## src/lidar_sector_min_range_core_assert.svh

```systemverilog
// Assertion macros shared by the lidar sector minimum range design.
`ifndef LIDAR_SECTOR_MIN_RANGE_CORE_ASSERT_SVH
`define LIDAR_SECTOR_MIN_RANGE_CORE_ASSERT_SVH

// Same-cycle implication, checked on every clock edge out of reset.
`define LSMR_ASSERT_NOW(label, clk, rst_n, ante, cons, msg) \
    label: assert property (@(posedge clk) disable iff (!rst_n) (ante) |-> (cons)) \
        else $error(msg);

// Next-cycle implication, checked on every clock edge out of reset.
`define LSMR_ASSERT_NEXT(label, clk, rst_n, ante, cons, msg) \
    label: assert property (@(posedge clk) disable iff (!rst_n) (ante) |=> (cons)) \
        else $error(msg);

`endif

```

## src/lsmr_pkg.sv

```systemverilog
// Package with types and constants of the lidar sector minimum range core.
`timescale 1ns / 1ps

package lsmr_pkg;

    localparam int RANGE_W    = 16;
    localparam int CFG_DATA_W = 16;
    localparam int CFG_IDX_W  = 3;

    // Configuration register indexes.
    localparam logic [CFG_IDX_W-1:0] REG_WIN_START  = 3'd0;
    localparam logic [CFG_IDX_W-1:0] REG_WIN_END    = 3'd1;
    localparam logic [CFG_IDX_W-1:0] REG_RANGE_LIM  = 3'd2;
    localparam logic [CFG_IDX_W-1:0] REG_SCAN_START = 3'd3;
    localparam logic [CFG_IDX_W-1:0] REG_ANGLE_STEP = 3'd4;

    // Reset values: 350 deg, 10 deg, 500 mm, 0 deg, one step of 182 units.
    localparam logic [CFG_DATA_W-1:0] RST_WIN_START  = 16'd63716;
    localparam logic [CFG_DATA_W-1:0] RST_WIN_END    = 16'd1820;
    localparam logic [CFG_DATA_W-1:0] RST_RANGE_LIM  = 16'd500;
    localparam logic [CFG_DATA_W-1:0] RST_SCAN_START = 16'd0;
    localparam logic [CFG_DATA_W-1:0] RST_ANGLE_STEP = 16'd182;

    // One lidar sample word.
    typedef struct packed {
        logic [RANGE_W-1:0] range_mm;
        logic               range_valid;
        logic               last_sample;
    } t_sample;

    // One per-scan result word.
    typedef struct packed {
        logic               obstacle_found;
        logic [RANGE_W-1:0] nearest_range_mm;
    } t_result;

endpackage

```

## src/lsmr_sample_if.sv

```systemverilog
// Valid/ready channel carrying lidar sample words.
`timescale 1ns / 1ps

interface lsmr_sample_if;
    logic              valid;
    logic              ready;
    lsmr_pkg::t_sample data;

    modport source (output valid, output data, input ready);
    modport sink (input valid, input data, output ready);
endinterface

```

## src/lsmr_result_if.sv

```systemverilog
// Valid/ready channel carrying per-scan result words.
`timescale 1ns / 1ps

interface lsmr_result_if;
    logic              valid;
    logic              ready;
    lsmr_pkg::t_result data;

    modport source (output valid, output data, input ready);
    modport sink (input valid, input data, output ready);
endinterface

```

## src/lidar_sector_min_range_core.sv

```systemverilog
// Lidar sector minimum range core: nearest in-window obstacle once per scan.
// A sample word is registered, then processed; a last-sample result is loaded into the result register
// when its sample leaves the input register, which a last sample does only once the result register is
// free. Throughput: one sample word per cycle while no last sample waits on a full result register, set
// by the single input register and the angle/minimum update. Reset (synchronous, active low) restores
// register defaults, clears scan state and empties both the input and result registers.
`timescale 1ns / 1ps

module lidar_sector_min_range_core #(
    parameter int ANGLE_BITS = 16
) (
    input  logic                                i_clk,
    input  logic                                i_rst_n,
    input  logic                                i_cfg_we,
    input  logic [lsmr_pkg::CFG_IDX_W-1:0]      i_cfg_idx,
    input  logic [lsmr_pkg::CFG_DATA_W-1:0]     i_cfg_data,
    lsmr_sample_if.sink                         i_smp,
    lsmr_result_if.source                       o_res
);

`include "lidar_sector_min_range_core_assert.svh"

    localparam int RW = lsmr_pkg::RANGE_W;
    localparam int CW = lsmr_pkg::CFG_DATA_W;

    // Configuration registers.
    logic [CW-1:0] r_win_start;
    logic [CW-1:0] r_win_end;
    logic [CW-1:0] r_range_lim;
    logic [CW-1:0] r_scan_start;
    logic [CW-1:0] r_angle_step;

    always_ff @(posedge i_clk) begin
        if (!i_rst_n) begin
            r_win_start  <= lsmr_pkg::RST_WIN_START;
            r_win_end    <= lsmr_pkg::RST_WIN_END;
            r_range_lim  <= lsmr_pkg::RST_RANGE_LIM;
            r_scan_start <= lsmr_pkg::RST_SCAN_START;
            r_angle_step <= lsmr_pkg::RST_ANGLE_STEP;
        end else if (i_cfg_we) begin
            unique case (i_cfg_idx)
                lsmr_pkg::REG_WIN_START:  r_win_start  <= i_cfg_data;
                lsmr_pkg::REG_WIN_END:    r_win_end    <= i_cfg_data;
                lsmr_pkg::REG_RANGE_LIM:  r_range_lim  <= i_cfg_data;
                lsmr_pkg::REG_SCAN_START: r_scan_start <= i_cfg_data;
                lsmr_pkg::REG_ANGLE_STEP: r_angle_step <= i_cfg_data;
                default: ;
            endcase
        end
    end

    // Register angles resized to the angle width: zero-extended or truncated,
    // and the step sign-extended or truncated.
    logic [ANGLE_BITS+CW-1:0] ws_ext, we_ext, ss_ext, st_ext;
    logic [ANGLE_BITS-1:0]    win_s, win_e, scan_s, step_a;

    assign ws_ext = {{ANGLE_BITS{1'b0}}, r_win_start};
    assign we_ext = {{ANGLE_BITS{1'b0}}, r_win_end};
    assign ss_ext = {{ANGLE_BITS{1'b0}}, r_scan_start};
    assign st_ext = {{ANGLE_BITS{r_angle_step[CW-1]}}, r_angle_step};
    assign win_s  = ws_ext[ANGLE_BITS-1:0];
    assign win_e  = we_ext[ANGLE_BITS-1:0];
    assign scan_s = ss_ext[ANGLE_BITS-1:0];
    assign step_a = st_ext[ANGLE_BITS-1:0];

    // Input register stage.
    logic              r_s1_valid;
    lsmr_pkg::t_sample r_s1;
    logic              s1_fire;
    logic              s1_ready;

    always_ff @(posedge i_clk) begin
        if (!i_rst_n) begin
            r_s1_valid <= 1'b0;
        end else if (s1_ready) begin
            r_s1_valid <= i_smp.valid;
        end
    end

    always_ff @(posedge i_clk) begin
        if (s1_ready && i_smp.valid) begin
            r_s1 <= i_smp.data;
        end
    end

    // Result register and its handshake with the downstream side.
    logic              r_out_valid;
    lsmr_pkg::t_result r_out;

    // A sample without a result never waits on the output; a last sample
    // waits only for a free result register.
    assign s1_fire  = r_s1_valid && (!r_s1.last_sample || !r_out_valid || o_res.ready);
    assign s1_ready = !r_s1_valid || s1_fire;

    assign i_smp.ready = s1_ready;
    assign o_res.valid = r_out_valid;
    assign o_res.data  = r_out;

    // Scan state.
    logic                  r_in_scan;
    logic [ANGLE_BITS-1:0] r_angle;
    logic                  r_found;
    logic [RW-1:0]         r_min;

    // Window test, qualification and running minimum for the sample in stage one.
    logic [ANGLE_BITS-1:0] cur_angle;
    logic                  in_win;
    logic                  qual;
    logic                  n_found;
    logic [RW-1:0]         n_min;

    always_comb begin
        cur_angle = r_in_scan ? r_angle : scan_s;
        if (win_s <= win_e) begin
            in_win = (cur_angle >= win_s) && (cur_angle <= win_e);
        end else begin
            in_win = (cur_angle >= win_s) || (cur_angle <= win_e);
        end
        qual = r_s1.range_valid && (r_s1.range_mm != '0) && in_win
               && (r_s1.range_mm <= r_range_lim);
        n_found = r_found || qual;
        if (qual && (!r_found || (r_s1.range_mm < r_min))) begin
            n_min = r_s1.range_mm;
        end else begin
            n_min = r_min;
        end
    end

    // State update; the last sample of a scan clears everything.
    always_ff @(posedge i_clk) begin
        if (!i_rst_n) begin
            r_in_scan <= 1'b0;
            r_found   <= 1'b0;
            r_min     <= '0;
            r_angle   <= scan_s;
        end else if (s1_fire) begin
            if (r_s1.last_sample) begin
                r_in_scan <= 1'b0;
                r_found   <= 1'b0;
                r_min     <= '0;
                r_angle   <= scan_s;
            end else begin
                r_in_scan <= 1'b1;
                r_found   <= n_found;
                r_min     <= n_min;
                r_angle   <= cur_angle + step_a;
            end
        end
    end

    // Result register: loaded by a last sample, emptied when taken.
    always_ff @(posedge i_clk) begin
        if (!i_rst_n) begin
            r_out_valid <= 1'b0;
        end else if (s1_fire && r_s1.last_sample) begin
            r_out_valid <= 1'b1;
        end else if (o_res.ready) begin
            r_out_valid <= 1'b0;
        end
    end

    always_ff @(posedge i_clk) begin
        if (s1_fire && r_s1.last_sample) begin
            r_out.obstacle_found   <= n_found;
            r_out.nearest_range_mm <= n_found ? n_min : '0;
        end
    end

    // Checks on scan bookkeeping and result contents.
    `LSMR_ASSERT_NOW(a_empty_result_zero, i_clk, i_rst_n,
        r_out_valid && !r_out.obstacle_found, r_out.nearest_range_mm == '0,
        "result without obstacle carries a nonzero range")
    `LSMR_ASSERT_NOW(a_found_min_nonzero, i_clk, i_rst_n,
        r_found, r_min != '0,
        "running minimum is zero although an obstacle was found")
    `LSMR_ASSERT_NEXT(a_last_clears_state, i_clk, i_rst_n,
        s1_fire && r_s1.last_sample, !r_found && !r_in_scan && (r_min == '0),
        "scan state not cleared after the last sample")
    `LSMR_ASSERT_NEXT(a_last_gives_result, i_clk, i_rst_n,
        s1_fire && r_s1.last_sample, r_out_valid,
        "last sample did not load a result word")

endmodule

```

## src/flat_wrapper.sv

```systemverilog
// flat-port wrapper written by rule: the top's interface ports become plain ports
module lidar_sector_min_range_core_flat 
#(
    parameter int ANGLE_BITS = 16
)
  (i_clk, i_rst_n, i_cfg_we, i_cfg_idx, i_cfg_data, i_smp_valid, i_smp_data, i_smp_ready, o_res_valid, o_res_data, o_res_ready);
  lsmr_sample_if i_smp_i ();
  lsmr_result_if o_res_i ();
  input  logic i_clk;
  input  logic i_rst_n;
  input  logic i_cfg_we;
  input  logic [lsmr_pkg::CFG_IDX_W-1:0] i_cfg_idx;
  input  logic [lsmr_pkg::CFG_DATA_W-1:0] i_cfg_data;
  input wire logic [$bits(i_smp_i.valid)-1:0] i_smp_valid;
  input wire logic [$bits(i_smp_i.data)-1:0] i_smp_data;
  output wire logic [$bits(i_smp_i.ready)-1:0] i_smp_ready;
  output wire logic [$bits(o_res_i.valid)-1:0] o_res_valid;
  output wire logic [$bits(o_res_i.data)-1:0] o_res_data;
  input wire logic [$bits(o_res_i.ready)-1:0] o_res_ready;
  assign i_smp_i.valid = i_smp_valid;
  assign i_smp_i.data = i_smp_data;
  assign i_smp_ready = i_smp_i.ready;
  assign o_res_valid = o_res_i.valid;
  assign o_res_data = o_res_i.data;
  assign o_res_i.ready = o_res_ready;
  lidar_sector_min_range_core #(.ANGLE_BITS(ANGLE_BITS)) u_core (.i_clk(i_clk), .i_rst_n(i_rst_n), .i_cfg_we(i_cfg_we), .i_cfg_idx(i_cfg_idx), .i_cfg_data(i_cfg_data), .i_smp(i_smp_i), .o_res(o_res_i));
endmodule
```

## config.mk

```make
export PLATFORM = sky130hd
export DESIGN_NAME = lidar_sector_min_range_core_flat
export DESIGN_NICKNAME = d
export VERILOG_FILES = /design/src/lsmr_pkg.sv /design/src/lsmr_sample_if.sv /design/src/lsmr_result_if.sv /design/src/lidar_sector_min_range_core.sv /design/src/flat_wrapper.sv
export VERILOG_INCLUDE_DIRS = /design/src /design/src/src
export SDC_FILE = /design/constraint.sdc
export NUM_CORES = 1
export LEC_CHECK = 0
export BUFFER_PORTS_ARGS = -buffer_cell sky130_fd_sc_hd__buf_2
export CORE_MARGIN = 5
export CORE_UTILIZATION = 60
export CTS_CLUSTER_DIAMETER = 30
export DETAILED_ROUTE_END_ITERATION = 10
export PLACE_DENSITY = 0.79
export SYNTH_ARGS = -nofsm -noshare
export SYNTH_HDL_FRONTEND = slang
export SYNTH_SLANG_ARGS = --single-unit
```

## constraint.sdc

```tcl
create_clock -name i_clk -period 7.1 [get_ports i_clk]
set_input_delay 0.355 -clock i_clk [delete_from_list [all_inputs] [get_ports i_clk]]
set_output_delay 0.355 -clock i_clk [all_outputs]
set_load 0.005 [all_outputs]
```

==> results of run 1 <==
==> power groups by stage <==
stage / combinational (mW) / clock (mW) / sequential, mW
2_1_floorplan: 0.136 / 0 / 0.956
5_1_grt: 0.223 / 0.970 / 0.953
4_1_cts: 0.197 / 0.929 / 0.949
3_5_place_dp: 0.194 / 0 / 0.968
6_report: 0.200 / 0.924 / 0.950
3_3_place_gp: 0.189 / 0 / 0.967
==> layout make-up <==
class | count | area (sq um) | share of cell area (%)
Sequential cell | 151 | 3530 | 37.1
Timing Repair Buffer | 66 | 345 | 3.63
Clock inverter | 5 | 56.3 | 0.591
Multi-Input combinational cell | 661 | 4530 | 47.5
Tap cell | 180 | 225 | 2.36
Inverter | 73 | 274 | 2.88
Clock buffer | 27 | 561 | 5.89
==> cell usage in the layout (no fill, tap or decap), types with 7 or more instances in the layout <==
cell type / Yosys / layout
dfxtp_1: 100 / 100
a21oi_1: 29 / 29
buf_2: 3 / 60
xor2_1: 7 / 7
a31oi_1: 8 / 7
o21ai_0: 35 / 35
nand2_1: 207 / 207
nand4_1: 9 / 9
nor3_1: 7 / 7
a21boi_0: 56 / 56
a32o_1: 16 / 16
nor2_1: 18 / 18
edfxtp_1: 51 / 51
a211oi_1: 23 / 23
a31o_2: 8 / 8
clkbuf_16: 0 / 20
nand3_1: 15 / 15
inv_1: 73 / 73
ha_1: 94 / 94
mux2_2: 15 / 15
o211ai_1: 29 / 29
a21o_1: 11 / 11
a31o_1: 9 / 9
==> stage by stage <==
| step | worst slack (ns) | std cells | area [sq um] | util, % | total power [mW] |
|---|---|---|---|---|---|
| floorplan | 3.37 | 926 | 8500 | - | 1.09 |
| detailed placement | 3.09 | 1131 | 8910 | 64.2 | 1.16 |
| CTS | 3.06 | 1163 | 9520 | 68.6 | 2.08 |
| global placement | 3.15 | 1131 | 8910 | 64.2 | 1.16 |
| global route | 2.76 | 1163 | 9520 | 68.6 | 2.15 |
| finish | 3.05 | 1163 | 9520 | 68.6 | 2.07 |
==> sequential cells by signal, summed over array words and instances (netlist names) <==
signal	count
u_core.r_win_start	16
u_core.o_res.data	17
u_core.r_s1_valid	1
u_core.r_min	16
u_core.r_found	1
u_core.r_in_scan	1
u_core.o_res.valid	1
u_core.r_win_end	16
u_core.r_angle_step	16
u_core.r_angle	16
u_core.r_scan_start	16
u_core.r_s1	18
u_core.r_range_lim	16
==> routing by layer <==
metal / up-vias / GRT usage, % / share of wire, %
li1: 3399 / - / -
met1: 3237 / 38.3 / 47
met2: 267 / 39.1 / 42
met3: 49 / 6.18 / 7.8
met4: 0 / 11.4 / 3.2
met5: - / 0 / 0
==> path summary, 6_finish.rpt <==
| path | start | end | cells after the start |
|---|---|---|---|
| max | u_core.r_in_scan | u_core.r_min[3] | 9 |
| min | i_smp_data[17] | u_core.r_s1[17] | 1 |
| max reg2reg | u_core.r_in_scan | u_core.r_min[3] | 9 |
| min reg2reg | u_core.r_win_end[7] | u_core.r_win_end[7] | 2 |
==> Yosys cell counts, types with 4 or more instances <==
library cell	number
inv_1	73
a21boi_0	56
a32o_1	16
a31o_2	8
ha_1	94
mux2_2	15
a21o_1	11
clkbuf_1	34
o21ai_0	35
a211oi_1	23
a31o_1	9
nand3_1	15
nor3_1	7
nand2_1	207
dfxtp_1	100
a21oi_1	29
nand2b_1	6
nand4_1	9
nor4_1	4
xnor2_1	5
and3_1	6
xor2_1	7
a31oi_1	8
nor2_1	18
nor2b_1	6
o21bai_1	4
o211ai_1	29
edfxtp_1	51
==> cell families (layout without fill, tap and decap cells) <==
family                     Yosys count  count (layout)
muxes                               17              17
xor gates and xnor gates            13              13
AOI/OAI and AO/OA                  240             240
DFF                                151             151
adders and majority gates           96              96
buffers and inverters              114             171
and+or+nand+nor                    295             295
==> qor.csv, run 1 <==
metric;value;unit
p_clk_share;44.6;%
critPathLaunchType;flip-flop;
path_cells;mux2_2 > ha_1 > and3_1 > nand4_1 > or3_1 > o21a_1 > maj3_4 > or3_1 > a32o_1;
postCtsSetupBuffers;0;
cts_max_path_buffers;2;
fp.dieH;129;um
period_share;57.1;%
n_antenna_cell;0;
vias;6952;
gp_congestion;0.893;
clock_latency;0.43;ns
synth_nets;1063;
ys_seq_area_share;41.6;%
htree_levels;4;
status;completed;
place.port_buffers;60;
worst_slew_pin_slew;1.11;ns
cts_resized;0;
path_buf_inv;0;
synth-simple-area-share;15.2;%
finalHoldViolations;0;
crit_fanout;19;
worstSetupPathType;reg2reg;
synthFlopType;dfxtp_1;
initial_core_util;61.2;%
nFillCells;1102;
rsz0062_at_grt;false;
drcViolationCount;0;
fin_setup_tns;0;ns
drive_gt1_share;12.6;%
synth_compound_area_share;20.0;%
cts_tree;built;
drt-wirelength-per-cell;18.3;um
p_comb_share;9.6;%
finClkSkew;0.00629;ns
ys_warn_count;0;
ir_drop;0.178;mV
worst_ep_arrival_time;4.37;ns
cp_slowest_cell;dfxtp_1;
setup_viol;0;
async_flop_share;0;%
synth_edf_count;51;
drtIter0Drc;696;
synthTopCellsByArea;dfxtp_1, edfxtp_1, ha_1;
cp.required;7.42;ns
num_rows;43;
max_slew_margin;26.3;%
clkTransAtPathRegs;0.06;ns
power.switching;0.495;mW
ioPinCount;61;
drtPass1Iterations;5;
yosys.area.top_type;dfxtp_1;
end_kind;flip-flop;
hold_buffers;0;
cp_top_family;simple AND/OR/NAND/NOR gates;
die_x;129;um
synth-seq-cells;151;
final_max_slew_viol_count;0;
antenna_found_initial;0;
p_int;1.58;mW
area.growth.synth_to_final;12.0;%
min_period;4.05;ns
yosysUniqueCellTypes;55;
synth_xor_xnor_area_share;1.52;%
ant_nets;0;
synth_top_family_by_area;compound AO/OA/AOI/OAI gates;
seq_power_share;45.8;%
nets;1107;
synthMuxAreaShare;2.22;%
avgSynthCellArea;9.18;sq um
hold_ws;0.0987;ns
grt-ovfl-total;0;
grt_pass1_vias;6683;
swShare;23.9;%
yosysTopAreaCellShare;23.5;%
p_leak;3.92;nW
numCtsBuffers;17;
synth_fa_ha_area_share;14.2;%
p_per_area;218;mW/mm^2
grt_max_degree;87;
grt_pass1_wl;34700;um
vias_per_cell;5.98;
coreArea;0.0139;sq mm
cts.sinks;151;
dieArea;0.0167;sq mm
clock.fmax;0.247;GHz
synth_area;0.00850;sq mm
slowest_delay;0.94;ns
r2r_slack;3.05;ns
root_buffer;clkbuf_16;
wl;21300;um
syn_inst;926;
grt_usage;26.8;%
max_cap_violations;0;
hold_class;in2reg;
crit_top_cell;or3_1;
dp_hpwl;15100;um
(Power assumes the default switching activity.)
==> run 2: changes to the inputs <==
==> constraint.sdc (replaced) <==
create_clock -name i_clk -period 3.9 [get_ports i_clk]
set_input_delay 0.195 -clock i_clk [delete_from_list [all_inputs] [get_ports i_clk]]
set_output_delay 0.195 -clock i_clk [all_outputs]
set_load 0.005 [all_outputs]
==> run 2 against run 1 <==
Against the previous run: register-to-register slack lost 2.7 ns; non-clock buffer count is 22 higher; maximum frequency rose by 13%; count of clock-buffer cells in the layout is 5 lower; total power up 72%; design area is 1.1% higher; die area unchanged; final cell count is 1.9% higher; flip-flop and latch count did not move; core utilization grew 0.76 points; first-iteration DRC count up 11%; critical path depth up 3; largest power group unchanged; highest routed layer unchanged.
==> qor.csv, run 2 (synthesis results as in run 1) <==
metric;value;unit;change
ioPinCount;61;;unchanged
clock.fmax;0.279;GHz;+13%
final_max_slew_viol_count;0;;unchanged
drtIter0Drc;771;;+11%
clock_latency;0.43;ns;about the same
vias_per_cell;5.92;;-0.92%
fp.dieH;129;um;unchanged
drcViolationCount;0;;unchanged
ir_drop;0.288;mV;+62%
clkTransAtPathRegs;0.06;ns;about the same
ant_nets;0;;unchanged
swShare;25.3;%;+1.4 points
path_buf_inv;2;;+2
worstSetupStartpoint;u_core.r_in_scan;;
crit_top_cell;o21ai_0;;
cp.required;4.15;ns;-3.27 ns
drt-wirelength-per-cell;18.2;um;-0.62%
status;completed;;
end_kind;flip-flop;;
initial_core_util;61.2;%;unchanged
root_buffer;clkbuf_16;;
p_leak;3.96;nW;+0.93%
critPathLaunchType;flip-flop;;
htree_levels;4;;unchanged
die_x;129;um;unchanged
n_antenna_cell;0;;unchanged
seq_area;0.00353;sq mm;unchanged
dp.cells;1135;;+0.35%
cts.sinks;151;;unchanged
worstSetupPathType;reg2reg;;
path_cells;buf_4 > buf_4 > mux2_2 > ha_1 > o21ai_0 > o211ai_1 > a41oi_1 > o21ai_0 > or4_1 > a31oi_1 > xor3_1 > o21ai_0;;
drtPass1Iterations;5;;unchanged
rsz0062_at_grt;false;;
layout_commonest_cell;nand2_1;;
wl;21600;um;+1.3%
gp_congestion;0.923;;+3.4%
grt_usage;26.8;%;+0.039 points
crit_fanout;10;;-9
stdcell_count;1185;;+1.9%
hold_depth;3;;+2
grt-ovfl-total;0;;unchanged
final_cell_mix;nand2_1, dfxtp_1, ha_1, inv_1, buf_2;;
area.growth.synth_to_final;13.2;%;
p_int;2.66;mW;+68%
multi_input_area;0.00453;sq mm;unchanged
regMostFlops;u_core.r_s1;;
finClkSkew;0.0112;ns;+0.00492 ns
drive_gt1_share;12.3;%;-0.28 points
p_comb_share;10.8;%;+1.2 points
p_clk_share;40.7;%;-3.9 points
r2r_slack;0.31;ns;-2.74 ns
min_period;3.59;ns;-0.465 ns
worst_slew_pin_slew;1.20;ns;+0.0906 ns
antenna_found_initial;0;;unchanged
num_rows;43;;unchanged
nFillCells;1087;;-1.4%
largest_reg_flops;18;;unchanged
dp_hpwl;15500;um;+3.0%
worst_ep_arrival_time;3.84;ns;-0.53 ns
r2r_cells;12;;+3
period_share;92.0;%;+35 points
vias;7018;;+0.95%
reg2reg_to;u_core.r_angle[15];;
cp.depth;12;;+3
setup_viol;0;;unchanged
max_slew_margin;20.2;%;-6.0 points
coreArea;0.0139;sq mm;unchanged
cts_resized;0;;unchanged
power.switching;0.900;mW;+82%
hp-start;i_cfg_data[0];;
cp_slowest_cell;or4_1;;
grt_pass1_wl;34600;um;-0.26%
grt_max_degree;51;;-41%
place.port_buffers;60;;unchanged
cts_max_path_buffers;2;;unchanged
cts_tree;built;;
min_to;u_core.r_scan_start[0];;
hold_class;in2reg;;
fin_setup_tns;0;ns;unchanged
max_cap_violations;0;;unchanged
grt_pass1_vias;6479;;-3.1%
dieArea;0.0167;sq mm;unchanged
cp_top_family;compound AO/OA/AOI/OAI gates;;
numCtsBuffers;17;;unchanged
nets;1129;;+2.0%
r2r-start;u_core.r_in_scan;;
p_per_area;369;mW/mm^2;+70%
slowest_delay;0.41;ns;-0.53 ns
finalHoldViolations;0;;unchanged
seq_power_share;48.5;%;+2.7 points
-- run 2: changes by cell type in the layout (fill, tap and decap cells not counted), moves of 2 or more --
cell,delta
dlygate4sd3_1,+18
buf_4,+4
clkbuf_16,-3
clkinv_1,+3
clkbuf_8,-2
clkinvlp_4,+2
-- run 2: how the worst max path moves through the flow --
stage | to | slack [ns]
4_1_cts | u_core.r_angle[15] | 0.33
3_5_place_dp | u_core.r_angle[15] | 0.35
5_1_grt | u_core.r_angle[15] | 0.02
6_report | u_core.r_angle[15] | 0.31
2_1_floorplan | u_core.o_res.data[10] | 0.17
3_3_place_gp | u_core.r_angle[15] | 0.46
-- run 2: metal layers --
metal,vias up,wire length (um),track usage (%)
met2,264,8900,38.4
met1,3280,10500,41.2
met3,32,1730,5.15
met4,0,408,7.72
li1,3442,-,-
met5,-,0,0
-- run 2: worst register-to-register path, delay by kind of cell, from the launching register on --
family	cells	cell delay (ns)
compound gates	6	1.28
xor+xnor	1	0.23
fa+ha+maj	1	0.33
buf+inv	2	0.44
flops	1	0.33
mux	1	0.38
simple gates	1	0.41
-- run 2: per-stage QoR --
stage	utilization, %	area [sq um]	hold slack [ns]	setup WS (ns)	total power [mW]
2_1_floorplan	-	8500	0.294	0.167	1.99
3_3_place_gp	64.4	8940	0.372	0.465	2.11
3_5_place_dp	64.4	8940	0.373	0.351	2.12
4_1_cts	69.4	9630	0.0566	0.325	3.56
5_1_grt	69.4	9630	0.0661	0.0165	3.69
6_report	69.4	9630	0.0719	0.311	3.56
-- run 2: power by group through the flow --
stage               registers [mW]  logic (mW)  clock network, mW
CTS                           1.72       0.378               1.46
detailed placement            1.76       0.361                  0
global placement              1.76       0.353                  0
global route                  1.73       0.427               1.53
floorplan                     1.74       0.247                  0
finish                        1.73       0.383               1.45
-- run 2: cell type report --
class                   instances  share of cell area, %
well taps                     180                   2.34
clock inverters                10                  0.598
repair buffers                 88                   5.77
flip-flops and latches        151                   36.7
multi-input cells             661                   47.0
inverters                      73                   2.85
clock buffers                  22                   4.72
-- run 2: what timing repair did --
action	4_1_cts	5_1_grt
hold endpoints to repair	18	0
setup endpoints to repair	0	0
buffers inserted	0	0
hold buffers	18	0
